<file path="config.mk">
export PLATFORM = sky130hd
export DESIGN_NAME = cube_map_texel_address
export DESIGN_NICKNAME = d
export VERILOG_FILES = /design/src/sv/cmta_pkg.sv /design/src/sv/cmta_sel.sv /design/src/sv/cmta_div_cell.sv /design/src/sv/cmta_texel.sv /design/src/sv/cube_map_texel_address.sv
export VERILOG_INCLUDE_DIRS = /design/src /design/src/sv
export SDC_FILE = /design/constraint.sdc
export NUM_CORES = 2
export LEC_CHECK = 0
export BUFFER_PORTS_ARGS = -buffer_cell sky130_fd_sc_hd__buf_2
export CORE_MARGIN = 4
export CORE_UTILIZATION = 65
export DETAILED_ROUTE_END_ITERATION = 12
export PLACE_DENSITY_LB_ADDON = 0.05
export SLEW_MARGIN = 20
export SYNTH_ARGS = -nofsm -noshare
export SYNTH_HDL_FRONTEND = slang
export SYNTH_SLANG_ARGS = --single-unit
</file>
<file path="constraint.sdc">
create_clock -name i_clk -period 15 [get_ports i_clk]
set_input_delay 1.5 -clock i_clk [delete_from_list [all_inputs] [get_ports i_clk]]
set_output_delay 1.5 -clock i_clk [all_outputs]
set_load 0.02 [all_outputs]
</file>
<file path="src/sv/cube_map_texel_address_macros.svh">
// Assertion macros shared by the cube map texel address block.
// Depends on nothing; the including module must provide i_clk and i_rst_n.
`ifndef CUBE_MAP_TEXEL_ADDRESS_MACROS_SVH
`define CUBE_MAP_TEXEL_ADDRESS_MACROS_SVH

// Same-cycle implication, switched off while reset is held.
`define CMTA_ASSERT_IMPLIES(label, ante, cons) \
    label: assert property (@(posedge i_clk) disable iff (!i_rst_n) (ante) |-> (cons)) \
        else $error("cmta assertion failed");

// Next-cycle implication, active during reset as well.
`define CMTA_ASSERT_NEXT(label, ante, cons) \
    label: assert property (@(posedge i_clk) (ante) |=> (cons)) \
        else $error("cmta assertion failed");

`endif

</file>
<file path="src/sv/cmta_pkg.sv">
// Package for the cube map texel address block: face codes, register indexes,
// fixed field widths and the control word carried along the divider chain.
// Depends on nothing.
package cmta_pkg;

    localparam int FACE_W  = 3;
    localparam int CFG_W   = 13;
    localparam int TEXEL_W = 12;
    localparam int CFG_IDX_W = 1;

    localparam logic [FACE_W-1:0] FACE_PX = 3'd0;
    localparam logic [FACE_W-1:0] FACE_NX = 3'd1;
    localparam logic [FACE_W-1:0] FACE_PY = 3'd2;
    localparam logic [FACE_W-1:0] FACE_NY = 3'd3;
    localparam logic [FACE_W-1:0] FACE_PZ = 3'd4;
    localparam logic [FACE_W-1:0] FACE_NZ = 3'd5;

    localparam logic [CFG_IDX_W-1:0] CFG_FACE_WIDTH  = 1'd0;
    localparam logic [CFG_IDX_W-1:0] CFG_FACE_HEIGHT = 1'd1;

    localparam logic [CFG_W-1:0] FACE_SIZE_RESET = 13'd256;

    typedef struct packed {
        logic [FACE_W-1:0] face;
        logic              zero;
    } t_ctl;

endpackage

</file>
<file path="src/sv/cmta_sel.sv">
// Front stage: major axis selection, face choice and the two dividends.
// Depends on cmta_pkg.
module cmta_sel import cmta_pkg::*; #(
    parameter int COORD_BITS = 16
) (
    input  logic                  i_clk,
    input  logic                  i_rst_n,
    input  logic                  i_valid,
    input  logic [COORD_BITS-1:0] i_dir_x,
    input  logic [COORD_BITS-1:0] i_dir_y,
    input  logic [COORD_BITS-1:0] i_dir_z,
    input  logic                  i_ready_next,
    output logic                  o_ready,
    output logic                  o_valid,
    output t_ctl                  o_ctl,
    output logic [COORD_BITS:0]   o_d,
    output logic [COORD_BITS:0]   o_ru,
    output logic [COORD_BITS:0]   o_rv
);

    logic [COORD_BITS-1:0] ax, ay, az, ma, smag, tmag;
    logic                  nx, ny, nz, sneg, tneg;
    t_ctl                  n_ctl;
    logic [COORD_BITS:0]   n_ru, n_rv;
    logic                  r_valid;
    t_ctl                  r_ctl;
    logic [COORD_BITS:0]   r_d, r_ru, r_rv;

    always_comb begin
        nx = i_dir_x[COORD_BITS-1];
        ny = i_dir_y[COORD_BITS-1];
        nz = i_dir_z[COORD_BITS-1];
        ax = nx ? (~i_dir_x + 1'b1) : i_dir_x;
        ay = ny ? (~i_dir_y + 1'b1) : i_dir_y;
        az = nz ? (~i_dir_z + 1'b1) : i_dir_z;
        n_ctl.zero = (ax == '0) && (ay == '0) && (az == '0);
        if ((ax > ay) && (ax > az)) begin
            ma   = ax;
            smag = az;
            tmag = ay;
            tneg = ny;
            if (!nx) begin
                n_ctl.face = FACE_PX;
                sneg       = nz;
            end else begin
                n_ctl.face = FACE_NX;
                sneg       = !nz;
            end
        end else if (ay > az) begin
            ma   = ay;
            smag = ax;
            sneg = nx;
            tmag = az;
            if (!ny) begin
                n_ctl.face = FACE_PY;
                tneg       = nz;
            end else begin
                n_ctl.face = FACE_NY;
                tneg       = !nz;
            end
        end else begin
            ma   = az;
            smag = ax;
            tmag = ay;
            tneg = ny;
            if (!nz) begin
                n_ctl.face = FACE_PZ;
                sneg       = !nx;
            end else begin
                n_ctl.face = FACE_NZ;
                sneg       = nx;
            end
        end
        if (n_ctl.zero) begin
            n_ctl.face = FACE_NZ;
        end
        n_ru = sneg ? ({1'b0, ma} - {1'b0, smag}) : ({1'b0, ma} + {1'b0, smag});
        n_rv = tneg ? ({1'b0, ma} - {1'b0, tmag}) : ({1'b0, ma} + {1'b0, tmag});
    end

    assign o_ready = !r_valid || i_ready_next;

    always_ff @(posedge i_clk) begin
        if (!i_rst_n) begin
            r_valid <= 1'b0;
        end else if (o_ready) begin
            r_valid <= i_valid;
        end
    end

    always_ff @(posedge i_clk) begin
        if (o_ready && i_valid) begin
            r_ctl <= n_ctl;
            r_d   <= {ma, 1'b0};
            r_ru  <= n_ru;
            r_rv  <= n_rv;
        end
    end

    assign o_valid = r_valid;
    assign o_ctl   = r_ctl;
    assign o_d     = r_d;
    assign o_ru    = r_ru;
    assign o_rv    = r_rv;

endmodule

</file>
<file path="src/sv/cmta_div_cell.sv">
// One cell of the divider chain: a restoring step for both face coordinates.
// Depends on cmta_pkg.
module cmta_div_cell import cmta_pkg::*; #(
    parameter int COORD_BITS = 16,
    parameter int FRAC_BITS  = 16
) (
    input  logic                  i_clk,
    input  logic                  i_rst_n,
    input  logic                  i_valid,
    input  t_ctl                  i_ctl,
    input  logic [COORD_BITS:0]   i_d,
    input  logic [COORD_BITS:0]   i_ru,
    input  logic [COORD_BITS:0]   i_rv,
    input  logic [FRAC_BITS-1:0]  i_qu,
    input  logic [FRAC_BITS-1:0]  i_qv,
    input  logic                  i_ready_next,
    output logic                  o_ready,
    output logic                  o_valid,
    output t_ctl                  o_ctl,
    output logic [COORD_BITS:0]   o_d,
    output logic [COORD_BITS:0]   o_ru,
    output logic [COORD_BITS:0]   o_rv,
    output logic [FRAC_BITS-1:0]  o_qu,
    output logic [FRAC_BITS-1:0]  o_qv
);

    logic                 bit_u, bit_v;
    logic [COORD_BITS:0]  rem_u, rem_v, n_ru, n_rv;
    logic [FRAC_BITS-1:0] n_qu, n_qv;
    logic                 r_valid;
    t_ctl                 r_ctl;
    logic [COORD_BITS:0]  r_d, r_ru, r_rv;
    logic [FRAC_BITS-1:0] r_qu, r_qv;

    always_comb begin
        bit_u = i_ru >= i_d;
        bit_v = i_rv >= i_d;
        rem_u = bit_u ? (i_ru - i_d) : i_ru;
        rem_v = bit_v ? (i_rv - i_d) : i_rv;
        n_ru  = {rem_u[COORD_BITS-1:0], 1'b0};
        n_rv  = {rem_v[COORD_BITS-1:0], 1'b0};
        n_qu  = {i_qu[FRAC_BITS-2:0], bit_u};
        n_qv  = {i_qv[FRAC_BITS-2:0], bit_v};
    end

    assign o_ready = !r_valid || i_ready_next;

    always_ff @(posedge i_clk) begin
        if (!i_rst_n) begin
            r_valid <= 1'b0;
        end else if (o_ready) begin
            r_valid <= i_valid;
        end
    end

    always_ff @(posedge i_clk) begin
        if (o_ready && i_valid) begin
            r_ctl <= i_ctl;
            r_d   <= i_d;
            r_ru  <= n_ru;
            r_rv  <= n_rv;
            r_qu  <= n_qu;
            r_qv  <= n_qv;
        end
    end

    assign o_valid = r_valid;
    assign o_ctl   = r_ctl;
    assign o_d     = r_d;
    assign o_ru    = r_ru;
    assign o_rv    = r_rv;
    assign o_qu    = r_qu;
    assign o_qv    = r_qv;

endmodule

</file>
<file path="src/sv/cmta_texel.sv">
// Output stage: texel index multiply, zero vector override and output register.
// Depends on cmta_pkg.
module cmta_texel import cmta_pkg::*; #(
    parameter int FRAC_BITS     = 16,
    parameter int MAX_FACE_SIZE = 4096
) (
    input  logic                 i_clk,
    input  logic                 i_rst_n,
    input  logic                 i_valid,
    input  t_ctl                 i_ctl,
    input  logic [FRAC_BITS-1:0] i_qu,
    input  logic [FRAC_BITS-1:0] i_qv,
    input  logic [CFG_W-1:0]     i_face_width,
    input  logic [CFG_W-1:0]     i_face_height,
    input  logic                 i_stall,
    output logic                 o_ready,
    output logic                 o_valid,
    output logic [FACE_W-1:0]    o_face,
    output logic [FRAC_BITS-1:0] o_u_frac,
    output logic [FRAC_BITS-1:0] o_v_frac,
    output logic [TEXEL_W-1:0]   o_texel_x,
    output logic [TEXEL_W-1:0]   o_texel_y,
    output logic                 o_zero_direction
);

    localparam int SIZE_CW = $clog2(MAX_FACE_SIZE + 1);
    localparam int CMP_W   = CFG_W + SIZE_CW;
    localparam int PROD_W  = FRAC_BITS + SIZE_CW + TEXEL_W;

    logic [SIZE_CW-1:0]   size_w, size_h;
    logic [PROD_W-1:0]    prod_x, prod_y;
    logic [TEXEL_W-1:0]   n_texel_x, n_texel_y;
    logic [FRAC_BITS-1:0] n_u, n_v;
    logic                 r_valid;
    t_ctl                 r_ctl;
    logic [FRAC_BITS-1:0] r_u, r_v;
    logic [TEXEL_W-1:0]   r_texel_x, r_texel_y;

    always_comb begin
        if (CMP_W'(i_face_width) > CMP_W'(MAX_FACE_SIZE)) begin
            size_w = SIZE_CW'(MAX_FACE_SIZE);
        end else begin
            size_w = SIZE_CW'(i_face_width);
        end
        if (CMP_W'(i_face_height) > CMP_W'(MAX_FACE_SIZE)) begin
            size_h = SIZE_CW'(MAX_FACE_SIZE);
        end else begin
            size_h = SIZE_CW'(i_face_height);
        end
        prod_x = PROD_W'(i_qu) * PROD_W'(size_w);
        prod_y = PROD_W'(i_qv) * PROD_W'(size_h);
        if (i_ctl.zero) begin
            n_u       = '0;
            n_v       = '0;
            n_texel_x = '0;
            n_texel_y = '0;
        end else begin
            n_u       = i_qu;
            n_v       = i_qv;
            n_texel_x = prod_x[FRAC_BITS +: TEXEL_W];
            n_texel_y = prod_y[FRAC_BITS +: TEXEL_W];
        end
    end

    assign o_ready = !r_valid || !i_stall;

    always_ff @(posedge i_clk) begin
        if (!i_rst_n) begin
            r_valid <= 1'b0;
        end else if (o_ready) begin
            r_valid <= i_valid;
        end
    end

    always_ff @(posedge i_clk) begin
        if (o_ready && i_valid) begin
            r_ctl     <= i_ctl;
            r_u       <= n_u;
            r_v       <= n_v;
            r_texel_x <= n_texel_x;
            r_texel_y <= n_texel_y;
        end
    end

    assign o_valid          = r_valid;
    assign o_face           = r_ctl.face;
    assign o_zero_direction = r_ctl.zero;
    assign o_u_frac         = r_u;
    assign o_v_frac         = r_v;
    assign o_texel_x        = r_texel_x;
    assign o_texel_y        = r_texel_y;

endmodule

</file>
<file path="src/sv/cube_map_texel_address.sv">
// Top level of the cube map texel address block: selection stage, divider
// chain of FRAC_BITS + 1 cells and texel stage. Depends on cmta_pkg and the macros header.
//
// A new direction word is taken every cycle while o_stall is low, and each
// result word passes in order through axis and face selection, one restoring
// division cell per quotient bit plus one for the integer bit that wraps 1.0
// to 0, and the texel multiply. Each stage holds its word under stall, so idle
// stages keep accepting new words while a finished result waits at the output.
// Face size registers take effect for words that reach the texel stage after the
// write.
`include "cube_map_texel_address_macros.svh"

module cube_map_texel_address import cmta_pkg::*; #(
    parameter int COORD_BITS    = 16,
    parameter int FRAC_BITS     = 16,
    parameter int MAX_FACE_SIZE = 4096
) (
    input  logic                  i_clk,
    input  logic                  i_rst_n,
    input  logic                  i_cfg_we,
    input  logic [CFG_IDX_W-1:0]  i_cfg_index,
    input  logic [CFG_W-1:0]      i_cfg_data,
    input  logic                  i_valid,
    output logic                  o_stall,
    input  logic [COORD_BITS-1:0] i_dir_x,
    input  logic [COORD_BITS-1:0] i_dir_y,
    input  logic [COORD_BITS-1:0] i_dir_z,
    output logic                  o_valid,
    input  logic                  i_stall,
    output logic [FACE_W-1:0]     o_face,
    output logic [FRAC_BITS-1:0]  o_u_frac,
    output logic [FRAC_BITS-1:0]  o_v_frac,
    output logic [TEXEL_W-1:0]    o_texel_x,
    output logic [TEXEL_W-1:0]    o_texel_y,
    output logic                  o_zero_direction
);

    localparam int NCELL = FRAC_BITS + 1;

    logic [CFG_W-1:0]     r_face_width, r_face_height;
    logic                 c_valid [0:NCELL];
    t_ctl                 c_ctl   [0:NCELL];
    logic [COORD_BITS:0]  c_d     [0:NCELL];
    logic [COORD_BITS:0]  c_ru    [0:NCELL];
    logic [COORD_BITS:0]  c_rv    [0:NCELL];
    logic [FRAC_BITS-1:0] c_qu    [0:NCELL];
    logic [FRAC_BITS-1:0] c_qv    [0:NCELL];
    logic                 c_ready [0:NCELL+1];

    always_ff @(posedge i_clk) begin
        if (!i_rst_n) begin
            r_face_width  <= FACE_SIZE_RESET;
            r_face_height <= FACE_SIZE_RESET;
        end else if (i_cfg_we) begin
            case (i_cfg_index)
                CFG_FACE_WIDTH:  r_face_width  <= i_cfg_data;
                CFG_FACE_HEIGHT: r_face_height <= i_cfg_data;
                default: ;
            endcase
        end
    end

    cmta_sel #(
        .COORD_BITS (COORD_BITS)
    ) u_sel (
        .i_clk        (i_clk),
        .i_rst_n      (i_rst_n),
        .i_valid      (i_valid),
        .i_dir_x      (i_dir_x),
        .i_dir_y      (i_dir_y),
        .i_dir_z      (i_dir_z),
        .i_ready_next (c_ready[1]),
        .o_ready      (c_ready[0]),
        .o_valid      (c_valid[0]),
        .o_ctl        (c_ctl[0]),
        .o_d          (c_d[0]),
        .o_ru         (c_ru[0]),
        .o_rv         (c_rv[0])
    );

    assign c_qu[0] = '0;
    assign c_qv[0] = '0;

    for (genvar k = 0; k < NCELL; k++) begin : g_cell
        cmta_div_cell #(
            .COORD_BITS (COORD_BITS),
            .FRAC_BITS  (FRAC_BITS)
        ) u_cell (
            .i_clk        (i_clk),
            .i_rst_n      (i_rst_n),
            .i_valid      (c_valid[k]),
            .i_ctl        (c_ctl[k]),
            .i_d          (c_d[k]),
            .i_ru         (c_ru[k]),
            .i_rv         (c_rv[k]),
            .i_qu         (c_qu[k]),
            .i_qv         (c_qv[k]),
            .i_ready_next (c_ready[k+2]),
            .o_ready      (c_ready[k+1]),
            .o_valid      (c_valid[k+1]),
            .o_ctl        (c_ctl[k+1]),
            .o_d          (c_d[k+1]),
            .o_ru         (c_ru[k+1]),
            .o_rv         (c_rv[k+1]),
            .o_qu         (c_qu[k+1]),
            .o_qv         (c_qv[k+1])
        );
    end

    cmta_texel #(
        .FRAC_BITS     (FRAC_BITS),
        .MAX_FACE_SIZE (MAX_FACE_SIZE)
    ) u_texel (
        .i_clk            (i_clk),
        .i_rst_n          (i_rst_n),
        .i_valid          (c_valid[NCELL]),
        .i_ctl            (c_ctl[NCELL]),
        .i_qu             (c_qu[NCELL]),
        .i_qv             (c_qv[NCELL]),
        .i_face_width     (r_face_width),
        .i_face_height    (r_face_height),
        .i_stall          (i_stall),
        .o_ready          (c_ready[NCELL+1]),
        .o_valid          (o_valid),
        .o_face           (o_face),
        .o_u_frac         (o_u_frac),
        .o_v_frac         (o_v_frac),
        .o_texel_x        (o_texel_x),
        .o_texel_y        (o_texel_y),
        .o_zero_direction (o_zero_direction)
    );

    assign o_stall = !c_ready[0];

    // A zero vector leaves the block on the last face with a zero address.
    `CMTA_ASSERT_IMPLIES(a_zero_result, o_valid && o_zero_direction, (o_face == FACE_NZ) && (o_u_frac == '0) && (o_v_frac == '0) && (o_texel_x == '0) && (o_texel_y == '0))
    // Back-pressure reaches the input only when every stage holds a word.
    `CMTA_ASSERT_IMPLIES(a_stall_full, o_stall, o_valid && i_stall && c_valid[0] && c_valid[NCELL])
    // Reset empties the chain.
    `CMTA_ASSERT_NEXT(a_reset_empty, !i_rst_n, !o_valid && !o_stall)

endmodule

</file>
==> metrics.cfg <==
[placed_design]
place_area_um2=86700
numPortBuffers=128
dp_cells=9354
hpwl_um=149000
gp_congestion=0.931

[setup_path]
start_kind=input port
required_ns=15.51
end_kind=register
crit_type=in -> reg
cp_max_fo=18
worstPathArrival_ns=10.23
reg2regPathDepth=24

[sta]
clock_skew_ns=0.0431
setup_tns_ns=0
hold_slack_ns=0.384
rsz0062_at_grt=no
setup_viol=0
slew_viol_final=0
tightest_slew_ns=1.06
max_freq_ghz=0.103
max_slew_margin_pct=28.9
final_hold_viol_count=0
finalCritPeriodShare_pct=64.8
layout_min_cycle_time_ns=9.72

[global_routing]
grt_pass1_wl_um=311000
gr-total-overflow=0
antenna_found_initial=3
first_global_vias=57852
grt_use_total_pct=28.9
grt_max_degree=73

[power_and_ir_drop]
p_sw_mw=2.85
switching_share_pct=28.9
totalPowerFinal_mw=9.86
internal_power_mw=7.01
seqPwrFrac_pct=41.3
pwr-share-clk_pct=34.8
ir_worst_vdd_mv=0.123
total_leakage_power_nw=37.3
comb_power_share_pct=23.8
cellPowerDensity_nw_per_um2=108

[logic_synthesis]
synth_warnings=0
yosysTopAreaCell=edfxtp_1
synth_top_family_by_area=adder cells
netlist.area_leader.share_pct=42.7
avgSynthCellArea_um2=11.0
synthXorXnorAreaFrac_pct=3.63
synth_most_common_cell=edfxtp_1
synth_mux_area_share_pct=6.23
synth_area_leaders=edfxtp_1 (43%), ha_1 (11%), fa_1 (8.1%), mux2_2 (5.2%), inv_1 (4.3%)
synth_edf_count=1192
synthArstFlopShare_pct=0
dominantRegCellSynth=edfxtp_1
synth-compound-area-share_pct=8.69
synthAdderAreaFrac_pct=19.3
ys_types=92
synth_area_um2=83900
synth_common_cells=edfxtp_1 (1192), inv_1 (955), ha_1 (754)
synthCells=7648
ys_seq_area_share_pct=43.8
ys_ff_latch=1237
synthSimpleGateAreaFrac_pct=13.3
syn-num-nets=8807

[clock_network]
post_cts_resized=0
cts_buffers=135
clk_pin_slew_ns=0.06
clock_latency_ns=0.80
tritoncts=built
ctsHoldBuffers=0
cts_setup_buffers=0
cts_root_buffer=clkbuf_16
clock-sinks=1237
htree_levels=4
cts_buffer_depth=3

[final_layout]
final_cells=9602
antenna_cells_inserted=0
drive_gt1_share_pct=11.1
final_area_um2=91300
syn_to_final_growth_pct=8.89
nets=8989

[routing]
routed_wl_um=195000
drc=0
ant_nets=0
vias=57157
vias_per_cell=5.95
drt_iter0_markers=4127
wl_per_cell_um=20.3
firstDrtPassIters=6

[floorplan]
num_rows=131
pin_count=129
dieHeight_um=367
core_um2=128000
die_area_um2=135000
initial_utilization_pct=65.6
dieWidth_um=367

[min_path]
hold_depth=0
hold_class=reg -> reg

[outcome]
status=completed

[flow_run]
cap_violations=0

-- cell usage in the layout, fill, tap and decap left out, types with 48 or more instances in the layout --
| cell | count |
|---|---|
| edfxtp_1 | 1192 |
| inv_1 | 955 |
| ha_1 | 754 |
| nand2_1 | 596 |
| nor2_1 | 557 |
| mux2_2 | 389 |
| fa_1 | 338 |
| o21ai_0 | 334 |
| xnor2_1 | 271 |
| nor2b_1 | 233 |
| and2_1 | 205 |
| a21oi_1 | 193 |
| nor3_1 | 188 |
| a21boi_0 | 173 |
| clkbuf_16 | 138 |
| buf_2 | 128 |
| nand4_1 | 109 |
| mux2i_1 | 81 |
| nand3_1 | 78 |
| or3_1 | 76 |
| nand2b_1 | 73 |
| buf_4 | 70 |
| xor2_1 | 69 |
| a211oi_1 | 56 |
| and3_1 | 54 |
| o21a_1 | 49 |
| o22ai_1 | 48 |
-- cell type report --
cell class,count,area [um2]
tap,1662,2080
timing repair buffer,199,1190
clock buffer,157,3530
fill,9014,36500
clock inverter,90,1060
inverter,956,3590
multi-input combinational,5301,43200
sequential,1237,36700
-- routing by layer --
layer | vias up | track usage [%] | share of wire (%)
met5 | - | 0 | 0.0067
met4 | 2 | 11.2 | 3.9
met3 | 431 | 4.34 | 5.4
met2 | 1660 | 48.5 | 48
met1 | 27838 | 38.3 | 43
li1 | 27226 | - | -
-- logic make-up (layout without fill, tap and decap cells) --
group	Yosys count	count (layout)
buffers and inverters	1110	1402
XOR/XNOR	344	344
multiplexers	473	473
AO/OA/AOI/OAI	1116	1116
flip-flops	1237	1237
AND/OR/NAND/NOR	2275	2275
adder cells (fa/ha/maj)	1093	1093
-- power by group through the flow --
stage	sequential (mW)	clock, mW	combinational [mW]
6_report	4.07	3.43	2.35
5_1_grt	4.08	3.64	2.62
4_1_cts	4.07	3.48	2.33
3_5_place_dp	4.14	0	2.30
3_3_place_gp	4.14	0	2.23
2_1_floorplan	4.09	0	1.77
-- final timing paths --
path	startpoint	slack, ns	endpoint
worst max-delay path	i_dir_z[2]	5.28	u_sel.o_ru[16]
worst min-delay path	g_cell[5].u_cell.o_ctl[2]	0.38	g_cell[6].u_cell.o_ctl[2]
worst max register to register	r_face_height[12]	7.82	u_texel.o_texel_y[7]
worst min register to register	g_cell[5].u_cell.o_ctl[2]	0.38	g_cell[6].u_cell.o_ctl[2]
-- worst max-delay path, cell delays in order --
cell     delay [ns]
buf_2          0.12
or4_1          0.66
or2_2          0.36
nor4b_1        0.87
inv_1          0.30
ha_1           0.39
and3_1         0.17
nand4_1        0.17
nor4b_4        0.38
a22o_1         0.29
or3_1          0.53
buf_4          0.39
a31o_1         0.67
nor2_8         0.11
mux2_1         0.39
fa_1           0.44
a21o_1         0.18
a21oi_1        0.20
o21ai_0        0.12
a21oi_1        0.24
nor2b_1        0.09
o21a_1         0.19
o31a_1         0.26
o41ai_1        0.58
o21a_1         0.28
o21ai_0        0.15
xnor2_1        0.15
-- flip-flops by register name, indices dropped and copies added (netlist names), 3 cells and up --
| signal | cells |
|---|---|
| u_texel.o_texel_y | 12 |
| u_sel.o_d | 16 |
| g_cell.u_cell.o_rv | 241 |
| u_texel.o_texel_x | 12 |
| g_cell.u_cell.o_ru | 241 |
| g_cell.u_cell.o_qv | 136 |
| g_cell.u_cell.o_ctl | 68 |
| r_face_width | 13 |
| u_texel.o_v_frac | 16 |
| u_texel.o_face | 3 |
| g_cell.u_cell.o_qu | 136 |
| g_cell.u_cell.o_valid | 17 |
| u_sel.o_ru | 17 |
| g_cell.u_cell.o_d | 256 |
| r_face_height | 13 |
| u_sel.o_rv | 17 |
| u_sel.o_ctl | 4 |
| u_texel.o_u_frac | 16 |
-- stage by stage --
step	worst slack [ns]	util [%]
finish	5.28	71.4
global route	4.96	71.4
CTS	5.49	71.4
detailed placement	4.82	67.8
global placement	5.00	67.8
floorplan	6.49	-
Power figures use the tool's default switching activity.
